===== config.mk =====
export PLATFORM = sky130hd
export DESIGN_NAME = spectral_peak_grain_picker_top
export DESIGN_NICKNAME = d
export VERILOG_FILES = /design/src/hdl/spg_pkg.sv /design/src/hdl/spg_cell.sv /design/src/hdl/spg_gate.sv /design/src/hdl/spectral_peak_grain_picker_top.sv
export VERILOG_INCLUDE_DIRS = /design/src /design/src/hdl
export SDC_FILE = /design/constraint.sdc
export NUM_CORES = 2
export LEC_CHECK = 0
export BUFFER_PORTS_ARGS = -buffer_cell sky130_fd_sc_hd__buf_2
export CORE_ASPECT_RATIO = 0.9
export CORE_MARGIN = 2
export CORE_UTILIZATION = 45
export CTS_BUF_LIST = sky130_fd_sc_hd__clkbuf_16
export DETAILED_ROUTE_END_ITERATION = 6
export GPL_TIMING_DRIVEN = 1
export PLACE_DENSITY = 0.67
export SLEW_MARGIN = 15
export SYNTH_ARGS = -nofsm -noshare
export SYNTH_HDL_FRONTEND = slang
export SYNTH_SLANG_ARGS = --single-unit
export TNS_END_PERCENT = 1

===== constraint.sdc =====
create_clock -name clk -period 26.7 [get_ports clk]
set_input_delay 2.67 -clock clk [delete_from_list [all_inputs] [get_ports clk]]
set_output_delay 2.67 -clock clk [all_outputs]
set_load 0.1 [all_outputs]

===== src/hdl/spectral_peak_grain_picker_top_assert.svh =====
// Assertion macros for the spectral peak grain picker top level.
// Needs clk and rst_n in the scope where the macros are used.
`ifndef SPECTRAL_PEAK_GRAIN_PICKER_TOP_ASSERT_SVH
`define SPECTRAL_PEAK_GRAIN_PICKER_TOP_ASSERT_SVH

// Property checked at every clock edge outside reset.
`define SPG_ASSERT_ALWAYS(lbl, prop, msg) \
    lbl: assert property (@(posedge clk) disable iff (!rst_n) prop) else $error(msg);

// Condition in one cycle implies a condition in the next cycle.
`define SPG_ASSERT_NEXT(lbl, cond, expct, msg) \
    lbl: assert property (@(posedge clk) disable iff (!rst_n) (cond) |=> (expct)) else $error(msg);

`endif


===== src/hdl/spg_pkg.sv =====
// Shared types and constants of the spectral peak grain picker.
// No dependencies; used by all modules of the block.
package spg_pkg;

    localparam int NUM_BINS   = 512;
    localparam int MAX_GRAINS = 20;

    localparam int AMP_W      = 24;
    localparam int FREQ_W     = 20;
    localparam int CFG_BIN_W  = 10;
    localparam int GCOUNT_W   = 5;
    localparam int PROB_W     = 17;
    localparam int SEED_W     = 16;
    localparam int DATA_W     = 32;
    localparam int ADDR_W     = 5;

    localparam int BIN_IDX_W  = $clog2(NUM_BINS + 1);
    localparam int RANK_W     = $clog2(MAX_GRAINS + 1);
    localparam int IDX_CMP_W  = (BIN_IDX_W > CFG_BIN_W) ? BIN_IDX_W : CFG_BIN_W;

    localparam logic [SEED_W-1:0] LFSR_TAPS = 16'hB400;

    localparam logic [CFG_BIN_W-1:0] LOWEST_RST  = 10'd0;
    localparam logic [CFG_BIN_W-1:0] HIGHEST_RST = 10'd24;
    localparam logic [GCOUNT_W-1:0]  GCOUNT_RST  = 5'd1;
    localparam logic [PROB_W-1:0]    PROB_RST    = 17'd7;
    localparam logic [SEED_W-1:0]    SEED_RST    = 16'd1;

    typedef enum logic [2:0] {
        REG_LOWEST  = 3'd0,
        REG_HIGHEST = 3'd1,
        REG_GCOUNT  = 3'd2,
        REG_PROB    = 3'd3,
        REG_SEED    = 3'd4
    } reg_idx_t;

    typedef struct packed {
        logic              valid;
        logic [AMP_W-1:0]  amp;
        logic [FREQ_W-1:0] freq;
    } entry_t;

    typedef struct packed {
        logic insert;
        logic shift;
        logic clear;
    } cell_ctrl_t;

endpackage


===== src/hdl/spg_cell.sv =====
// One rank cell of the sorted candidate chain.
// Depends on spg_pkg for the entry and control types.
module spg_cell (
    input  logic                clk,
    input  logic                rst_n,
    input  spg_pkg::cell_ctrl_t ctrl,
    input  spg_pkg::entry_t     new_entry,
    input  spg_pkg::entry_t     upper_entry,
    input  logic                upper_beats,
    input  spg_pkg::entry_t     lower_entry,
    output spg_pkg::entry_t     entry,
    output logic                beats
);
    import spg_pkg::*;

    logic              valid_reg;
    logic              valid_next;
    logic [AMP_W-1:0]  amp_reg;
    logic [AMP_W-1:0]  amp_next;
    logic [FREQ_W-1:0] freq_reg;
    logic [FREQ_W-1:0] freq_next;

    // An equal amplitude stays ahead, so the earlier bin keeps the better rank.
    assign beats = !valid_reg || (amp_reg < new_entry.amp);

    always_comb
    begin
        valid_next = valid_reg;
        amp_next   = amp_reg;
        freq_next  = freq_reg;
        if (ctrl.clear)
        begin
            valid_next = 1'b0;
        end
        else if (ctrl.insert)
        begin
            if (beats && !upper_beats)
            begin
                valid_next = 1'b1;
                amp_next   = new_entry.amp;
                freq_next  = new_entry.freq;
            end
            else if (beats)
            begin
                valid_next = upper_entry.valid;
                amp_next   = upper_entry.amp;
                freq_next  = upper_entry.freq;
            end
        end
        else if (ctrl.shift)
        begin
            valid_next = lower_entry.valid;
            amp_next   = lower_entry.amp;
            freq_next  = lower_entry.freq;
        end
    end

    always_ff @(posedge clk or negedge rst_n)
    begin
        if (!rst_n)
        begin
            valid_reg <= 1'b0;
        end
        else
        begin
            valid_reg <= valid_next;
        end
    end

    always_ff @(posedge clk)
    begin
        amp_reg  <= amp_next;
        freq_reg <= freq_next;
    end

    assign entry.valid = valid_reg;
    assign entry.amp   = amp_reg;
    assign entry.freq  = freq_reg;

endmodule


===== src/hdl/spg_gate.sv =====
// Random pass gate: 16-bit Galois LFSR compared against the probability.
// Depends on spg_pkg for widths, taps and the reset seed.
module spg_gate (
    input  logic                        clk,
    input  logic                        rst_n,
    input  logic                        seed_load,
    input  logic [spg_pkg::SEED_W-1:0]  seed,
    input  logic                        advance,
    input  logic [spg_pkg::PROB_W-1:0]  prob,
    output logic                        pass
);
    import spg_pkg::*;

    logic [SEED_W-1:0] lfsr_reg;
    logic [SEED_W-1:0] lfsr_next;
    logic [SEED_W-1:0] lfsr_adv;

    assign lfsr_adv = {1'b0, lfsr_reg[SEED_W-1:1]} ^ (lfsr_reg[0] ? LFSR_TAPS : '0);

    // The LFSR never exceeds 65535, so any probability of 65536 or more always passes.
    assign pass = ({1'b0, lfsr_adv} < prob);

    always_comb
    begin
        lfsr_next = lfsr_reg;
        if (seed_load)
        begin
            lfsr_next = (seed == '0) ? SEED_W'(1) : seed;
        end
        else if (advance)
        begin
            lfsr_next = lfsr_adv;
        end
    end

    always_ff @(posedge clk or negedge rst_n)
    begin
        if (!rst_n)
        begin
            lfsr_reg <= SEED_RST;
        end
        else
        begin
            lfsr_reg <= lfsr_next;
        end
    end

endmodule


===== src/hdl/spectral_peak_grain_picker_top.sv =====
// Top level of the spectral peak grain picker: APB registers, bin counter,
// chain of rank cells, drain control and output register.
// Depends on spg_pkg, spg_cell, spg_gate and the assertion macro header.
//
//  channel  | signals                                         | role
//  ---------+-------------------------------------------------+--------------------
//  bin      | bin_valid/bin_ready, amplitude, frequency, last | one spectral bin in
//  grain    | grain_valid/grain_ready, amplitude, freq, last  | selected grains out
//  apb      | psel penable pwrite paddr pwdata prdata pready  | register access
//
// The chain of rank cells sorts each bin in as it arrives.
// After the last bin of a frame the chain drains through the random gate, one
// valid rank per cycle while the grain side does not stall, up to k_lim ranks;
// no bin request is taken during the drain.
// The reset is asynchronous, clears the list and the bin counter, and loads the LFSR with its reset seed.
module spectral_peak_grain_picker_top (
    input  logic                         clk,
    input  logic                         rst_n,
    input  logic                         bin_valid,
    output logic                         bin_ready,
    input  logic [spg_pkg::AMP_W-1:0]    bin_amplitude,
    input  logic [spg_pkg::FREQ_W-1:0]   bin_frequency,
    input  logic                         last_bin,
    output logic                         grain_valid,
    input  logic                         grain_ready,
    output logic [spg_pkg::AMP_W-1:0]    grain_amplitude,
    output logic [spg_pkg::FREQ_W-1:0]   grain_frequency,
    output logic                         last_grain,
    input  logic                         psel,
    input  logic                         penable,
    input  logic                         pwrite,
    input  logic [spg_pkg::ADDR_W-1:0]   paddr,
    input  logic [spg_pkg::DATA_W-1:0]   pwdata,
    output logic [spg_pkg::DATA_W-1:0]   prdata,
    output logic                         pready
);
    import spg_pkg::*;

    `include "spectral_peak_grain_picker_top_assert.svh"

    typedef enum logic [2:0] {
        ST_COLLECT = 3'b001,
        ST_DRAIN   = 3'b010,
        ST_FLUSH   = 3'b100
    } state_t;

    // Configuration registers
    logic [CFG_BIN_W-1:0] lowest_reg;
    logic [CFG_BIN_W-1:0] highest_reg;
    logic [GCOUNT_W-1:0]  gcount_reg;
    logic [PROB_W-1:0]    prob_reg;
    logic [SEED_W-1:0]    seed_reg;
    reg_idx_t             reg_idx;
    logic                 cfg_write;
    logic                 seed_load;

    assign pready    = 1'b1;
    assign reg_idx   = reg_idx_t'(paddr[ADDR_W-1:2]);
    assign cfg_write = psel && penable && pwrite && pready;
    assign seed_load = cfg_write && (reg_idx == REG_SEED);

    always_ff @(posedge clk or negedge rst_n)
    begin
        if (!rst_n)
        begin
            lowest_reg  <= LOWEST_RST;
            highest_reg <= HIGHEST_RST;
            gcount_reg  <= GCOUNT_RST;
            prob_reg    <= PROB_RST;
            seed_reg    <= SEED_RST;
        end
        else if (cfg_write)
        begin
            case (reg_idx)
                REG_LOWEST:  lowest_reg  <= pwdata[CFG_BIN_W-1:0];
                REG_HIGHEST: highest_reg <= pwdata[CFG_BIN_W-1:0];
                REG_GCOUNT:  gcount_reg  <= pwdata[GCOUNT_W-1:0];
                REG_PROB:    prob_reg    <= pwdata[PROB_W-1:0];
                REG_SEED:    seed_reg    <= pwdata[SEED_W-1:0];
                default:     ;
            endcase
        end
    end

    always_comb
    begin
        case (reg_idx)
            REG_LOWEST:  prdata = DATA_W'(lowest_reg);
            REG_HIGHEST: prdata = DATA_W'(highest_reg);
            REG_GCOUNT:  prdata = DATA_W'(gcount_reg);
            REG_PROB:    prdata = DATA_W'(prob_reg);
            REG_SEED:    prdata = DATA_W'(seed_reg);
            default:     prdata = '0;
        endcase
    end

    // Number of ranks offered to the gate.
    logic [GCOUNT_W-1:0]  gcount_fix;
    logic [CFG_BIN_W-1:0] gcount_cap;
    logic [CFG_BIN_W-1:0] span;
    logic [CFG_BIN_W-1:0] k_lim;

    always_comb
    begin
        gcount_fix = (gcount_reg == '0) ? GCOUNT_W'(1) : gcount_reg;
        gcount_cap = CFG_BIN_W'(gcount_fix);
        if (gcount_cap > CFG_BIN_W'(MAX_GRAINS))
        begin
            gcount_cap = CFG_BIN_W'(MAX_GRAINS);
        end
        span  = (highest_reg > lowest_reg) ? (highest_reg - lowest_reg) : '0;
        k_lim = (gcount_cap < span) ? gcount_cap : span;
    end

    // Control state
    state_t               state_reg;
    state_t               state_next;
    logic [BIN_IDX_W-1:0] bin_idx_reg;
    logic [BIN_IDX_W-1:0] bin_idx_next;
    logic [RANK_W-1:0]    rank_reg;
    logic [RANK_W-1:0]    rank_next;
    logic                 pend_valid_reg;
    logic                 pend_valid_next;
    logic [AMP_W-1:0]     pend_amp_reg;
    logic [AMP_W-1:0]     pend_amp_next;
    logic [FREQ_W-1:0]    pend_freq_reg;
    logic [FREQ_W-1:0]    pend_freq_next;
    logic                 out_valid_reg;
    logic                 out_valid_next;
    logic [AMP_W-1:0]     out_amp_reg;
    logic [FREQ_W-1:0]    out_freq_reg;
    logic                 out_last_reg;

    logic                 bin_accept;
    logic                 eligible;
    logic                 step;
    logic                 cand;
    logic                 gate_pass;
    logic                 gate_adv;
    logic                 emit;
    logic                 emit_last;
    cell_ctrl_t           cell_ctrl;

    entry_t               new_entry;
    entry_t               entry_w     [MAX_GRAINS];
    logic                 beats_w     [MAX_GRAINS];
    entry_t               upper_ent_w [MAX_GRAINS];
    logic                 upper_bt_w  [MAX_GRAINS];
    entry_t               lower_ent_w [MAX_GRAINS];
    logic [MAX_GRAINS-1:0] valid_vec;

    assign bin_ready  = (state_reg == ST_COLLECT);
    assign bin_accept = bin_valid && bin_ready;

    assign eligible = (IDX_CMP_W'(bin_idx_reg) < IDX_CMP_W'(NUM_BINS))
                   && (IDX_CMP_W'(bin_idx_reg) >= IDX_CMP_W'(lowest_reg))
                   && (IDX_CMP_W'(bin_idx_reg) < IDX_CMP_W'(highest_reg));

    // The drain moves only while the output register can take a grain.
    assign step = !out_valid_reg || grain_ready;
    assign cand = (CFG_BIN_W'(rank_reg) < k_lim) && entry_w[0].valid;

    assign new_entry.valid = 1'b1;
    assign new_entry.amp   = bin_amplitude;
    assign new_entry.freq  = bin_frequency;

    always_comb
    begin
        for (int i = 0; i < MAX_GRAINS; i++)
        begin
            valid_vec[i] = entry_w[i].valid;
            if (i == 0)
            begin
                upper_ent_w[i] = new_entry;
                upper_bt_w[i]  = 1'b0;
            end
            else
            begin
                upper_ent_w[i] = entry_w[i-1];
                upper_bt_w[i]  = beats_w[i-1];
            end
            if (i == MAX_GRAINS - 1)
            begin
                lower_ent_w[i] = '0;
            end
            else
            begin
                lower_ent_w[i] = entry_w[i+1];
            end
        end
    end

    for (genvar g = 0; g < MAX_GRAINS; g++)
    begin : g_cell
        spg_cell u_cell (
            .clk         (clk),
            .rst_n       (rst_n),
            .ctrl        (cell_ctrl),
            .new_entry   (new_entry),
            .upper_entry (upper_ent_w[g]),
            .upper_beats (upper_bt_w[g]),
            .lower_entry (lower_ent_w[g]),
            .entry       (entry_w[g]),
            .beats       (beats_w[g])
        );
    end

    spg_gate u_gate (
        .clk       (clk),
        .rst_n     (rst_n),
        .seed_load (seed_load),
        .seed      (pwdata[SEED_W-1:0]),
        .advance   (gate_adv),
        .prob      (prob_reg),
        .pass      (gate_pass)
    );

    always_comb
    begin
        state_next      = state_reg;
        bin_idx_next    = bin_idx_reg;
        rank_next       = rank_reg;
        pend_valid_next = pend_valid_reg;
        pend_amp_next   = pend_amp_reg;
        pend_freq_next  = pend_freq_reg;
        cell_ctrl       = '0;
        gate_adv        = 1'b0;
        emit            = 1'b0;
        emit_last       = 1'b0;
        case (state_reg)
            ST_COLLECT:
            begin
                if (bin_accept)
                begin
                    cell_ctrl.insert = eligible;
                    if (bin_idx_reg != BIN_IDX_W'(NUM_BINS))
                    begin
                        bin_idx_next = bin_idx_reg + BIN_IDX_W'(1);
                    end
                    if (last_bin)
                    begin
                        state_next = ST_DRAIN;
                    end
                end
            end
            ST_DRAIN:
            begin
                if (step)
                begin
                    if (!cand)
                    begin
                        state_next = ST_FLUSH;
                    end
                    else
                    begin
                        gate_adv        = 1'b1;
                        cell_ctrl.shift = 1'b1;
                        rank_next       = rank_reg + RANK_W'(1);
                        // A passing grain waits until the next one is known,
                        // so the final grain of the frame can be marked.
                        if (gate_pass)
                        begin
                            emit            = pend_valid_reg;
                            pend_valid_next = 1'b1;
                            pend_amp_next   = entry_w[0].amp;
                            pend_freq_next  = entry_w[0].freq;
                        end
                    end
                end
            end
            ST_FLUSH:
            begin
                if (step)
                begin
                    emit            = pend_valid_reg;
                    emit_last       = 1'b1;
                    pend_valid_next = 1'b0;
                    cell_ctrl.clear = 1'b1;
                    bin_idx_next    = '0;
                    rank_next       = '0;
                    state_next      = ST_COLLECT;
                end
            end
            default:
            begin
                state_next = ST_COLLECT;
            end
        endcase
    end

    always_comb
    begin
        out_valid_next = out_valid_reg;
        if (emit)
        begin
            out_valid_next = 1'b1;
        end
        else if (grain_ready)
        begin
            out_valid_next = 1'b0;
        end
    end

    always_ff @(posedge clk or negedge rst_n)
    begin
        if (!rst_n)
        begin
            state_reg      <= ST_COLLECT;
            bin_idx_reg    <= '0;
            rank_reg       <= '0;
            pend_valid_reg <= 1'b0;
            out_valid_reg  <= 1'b0;
        end
        else
        begin
            state_reg      <= state_next;
            bin_idx_reg    <= bin_idx_next;
            rank_reg       <= rank_next;
            pend_valid_reg <= pend_valid_next;
            out_valid_reg  <= out_valid_next;
        end
    end

    always_ff @(posedge clk)
    begin
        pend_amp_reg  <= pend_amp_next;
        pend_freq_reg <= pend_freq_next;
        if (emit)
        begin
            out_amp_reg  <= pend_amp_reg;
            out_freq_reg <= pend_freq_reg;
            out_last_reg <= emit_last;
        end
    end

    assign grain_valid     = out_valid_reg;
    assign grain_amplitude = out_amp_reg;
    assign grain_frequency = out_freq_reg;
    assign last_grain      = out_last_reg;

    // Valid entries always form an unbroken run from the top rank down.
    `SPG_ASSERT_ALWAYS(a_valid_prefix, ((valid_vec & (valid_vec + MAX_GRAINS'(1))) == '0), "rank list has a gap")
    // No grain is held back while new bins are being collected.
    `SPG_ASSERT_ALWAYS(a_no_pend_collect, (state_reg == ST_COLLECT) |-> !pend_valid_reg, "pending grain during collect")
    // A new grain only appears as a result of the drain.
    `SPG_ASSERT_ALWAYS(a_grain_from_drain, $rose(grain_valid) |-> $past(state_reg != ST_COLLECT), "grain outside drain")
    // Finishing a frame leaves the list empty and the bin counter at zero.
    `SPG_ASSERT_NEXT(a_flush_clears, (state_reg == ST_FLUSH) && step, (valid_vec == '0) && (bin_idx_reg == '0) && (state_reg == ST_COLLECT), "frame end did not clear")

endmodule

==> results.cfg <==
[min_path]
min_path_type = flop to flop
holdCritStartpoint = pend_amp_reg[12]

[critical_path]
cp_max_fo = 47
worst_ep_arrival_time_ps = 7920
cp-startpoint = highest_reg[0]
worstSetupPathType = flop to flop
cp.required_ps = 27090
end_kind = flop
worstSetupStartpointType = flop
reg2reg_from = highest_reg[0]

[detailed_routing]
drt-total-wl_um = 167000
routed-via-count = 46200
drt_iter0_markers = 5174
via_per_inst = 5.87
drc = 0
drt_pre_antenna_iters = 6
ant_nets = 0
wire_per_inst_um = 21.2

[synth]
synth_top_area_share_pct = 45.9
synth_seq_cells = 1083
synth-main-ff-cell = edfxtp_1
synthXorXnorAreaFrac_pct = 0.207
yosysWarnings = 0
async_flop_share_pct = 10.5
synth-compound-area-share_pct = 14.0
synth-simple-area-share_pct = 11.7
yosysSeqAreaShare_pct = 50.4
synthCells = 5996
synth_top_family_by_area = compound AO/OA/AOI/OAI gates
synth_area_per_cell_um2 = 10.6
synthAdderAreaFrac_pct = 10.2
synthMuxAreaShare_pct = 10.0
yosys.cell_types.count = 74
synth_top_cell_by_area = edfxtp_1
synth_area_mm2 = 0.0634
synth_area_leaders = edfxtp_1 (46%), ha_1 (10%), mux2i_1 (9.7%), nand2_1 (6.1%), o21ai_0 (5.1%)
synth_edf_count = 969

[clock_tree]
cts_buffers = 118
cts_setup_buffers = 0
cts.clk_slew.worst_paths_ps = 60
cts.sinks = 1083
cts_tree = built
cts.path.max_buffers = 3
cts_resized = 0
ctsHtreeMaxLevel = 3
clock_latency_ps = 760
root_buffer = clkbuf_16
cts_hold_buffers = 0

[outcome]
outcome = complete, no violations

[sta]
min_period_ps = 7530
skew_ps = 73.3
tightest_slew_ps = 1200
max_freq_mhz = 133
finalHoldViolations = 0
rsz0062_at_grt = false
relSlewSlack_pct = 19.9
setup_viol = 0
slew_viol_final = 0
period_share_pct = 28.2
finalSetupTns_ps = 0

[placement]
place.gp.congestion = 0.868
placed_cell_area_mm2 = 0.0656
io_buffers = 135
hpwl_um = 115000

[cells_and_area]
largest_register_ffs = 480
final_common_cell = nand2_1
final_cell_area_mm2 = 0.0693
nNetsFinal = 6528
final_cell_mix = nand2_1 (1012), edfxtp_1 (969), o21ai_0 (634)
drive_gt1_share_pct = 7.78
syn_to_final_growth_pct = 9.27

[die]
fp.coreArea_mm2 = 0.140
die-area_mm2 = 0.144
num_rows = 130
boundaryPins = 169
initial_utilization_pct = 45.4
fp.dieW_um = 400
die_h_um = 360

[power]
p_total_mw = 5.68
p_leak_nw = 28.6
irDropWorstVdd_mv = 0.0584
pwr_density_cell_mw_per_mm2 = 82.0

[global_routing]
grt_pass1_vias = 44200
antenna_found_initial = 11
overflow = 0
grt_usage_pct = 22.9
grt_max_degree = 261
grt_pass1_wl_um = 261000

[job]
cap_violations = 0
[layout make-up]
class	instances	area [um2]
inverters	81	304
clock inverters	96	672
diodes	3	7.51
clock buffers	120	3000
multi-input cells	4417	29700
flip-flops and latches	1083	32000
fillers	12400	70400
repair buffers	222	1370
well taps	1848	2310
[where the power goes]
part	leakage [nW]	total [mW]	switching [mW]	internal, mW
Sequential	10.2	2.44	0.196	2.25
Clock	1.94	1.58	0.710	0.870
Combinational	16.5	1.66	1.08	0.575
Total	28.6	5.68	1.99	3.69
[final timing paths]
kind | cells past startpoint | slack (ps) | to
worst min register to register | 0 | 420 | grain_amplitude[12]
worst min-delay path | 0 | 420 | grain_amplitude[12]
worst max-delay path | 27 | 19170 | g_cell[13].u_cell.freq_reg[4]
min in group asynchronous | 1 | 1920 | seed_reg[6]
max in group asynchronous | 2 | 23250 | g_cell[12].u_cell.valid_reg
worst max register to register | 27 | 19170 | g_cell[13].u_cell.freq_reg[4]
[worst max-delay path, stage by stage (launching register included)]
cell,delay [ps]
dfrtp_1,410
inv_1,100
ha_1,170
inv_1,60
fa_1,400
a21o_1,190
a221o_1,340
a21oi_1,320
a31oi_2,170
nand2_1,130
ha_1,250
a21o_1,180
a21oi_1,200
nand2b_1,80
o41ai_1,370
a21oi_1,220
nor2b_1,180
a31oi_1,70
ha_1,320
a21oi_1,150
o22ai_1,90
nor3_1,380
nor3b_1,270
buf_4,300
nand2_4,290
buf_4,450
nand2_2,400
buf_4,580
[cells in the mapped netlist, drive strengths merged (5+ instances only)]
| library cell | instances |
|---|---|
| a211oi | 31 |
| dfrtp | 105 |
| a211o | 9 |
| o22ai | 9 |
| buf | 169 |
| nand3 | 226 |
| a21o | 144 |
| nand2 | 1029 |
| mux2 | 16 |
| nor3 | 29 |
| nor2b | 26 |
| clkbuf | 260 |
| nor4 | 11 |
| nor3b | 7 |
| o41ai | 5 |
| and4 | 5 |
| o21ai | 658 |
| a22o | 9 |
| and3 | 11 |
| o21a | 18 |
| inv | 81 |
| edfxtp | 969 |
| nand2b | 40 |
| a31o | 7 |
| o211ai | 209 |
| nor2 | 239 |
| or3 | 8 |
| nand4 | 84 |
| ha | 515 |
| a2111oi | 9 |
| xor2 | 12 |
| o2111ai | 7 |
| dfstp | 9 |
| mux2i | 617 |
| a21oi | 327 |
| a31oi | 11 |
| a221oi | 10 |
| and2 | 9 |
[metrics by stage]
stage	hold slack [ps]	worst slack, ps	util [%]	std cells
CTS	415	19170	49.6	7867
global placement	402	19110	47.0	7651
floorplan	400	18120	-	6010
finish	417	19170	49.6	7870
global route	422	18640	49.6	7870
detailed placement	405	19060	47.0	7651
[kinds of logic after synthesis]
logic type / Yosys count
AND/OR/NAND/NOR: 1738
AO/OA/AOI/OAI: 1499
flip-flops: 1083
multiplexers: 633
adder cells (fa/ha/maj): 516
buffers and inverters: 510
XOR/XNOR: 15
other: 2
[routing by layer]
layer	track usage [%]	up-vias	part of all wire [%]
li1	-	22200	-
met1	34.2	22200	47
met2	34.8	1645	44
met3	3.39	206	7.4
met4	5.22	2	2.1
met5	0	-	0.0078
(Power assumes the default switching activity.)
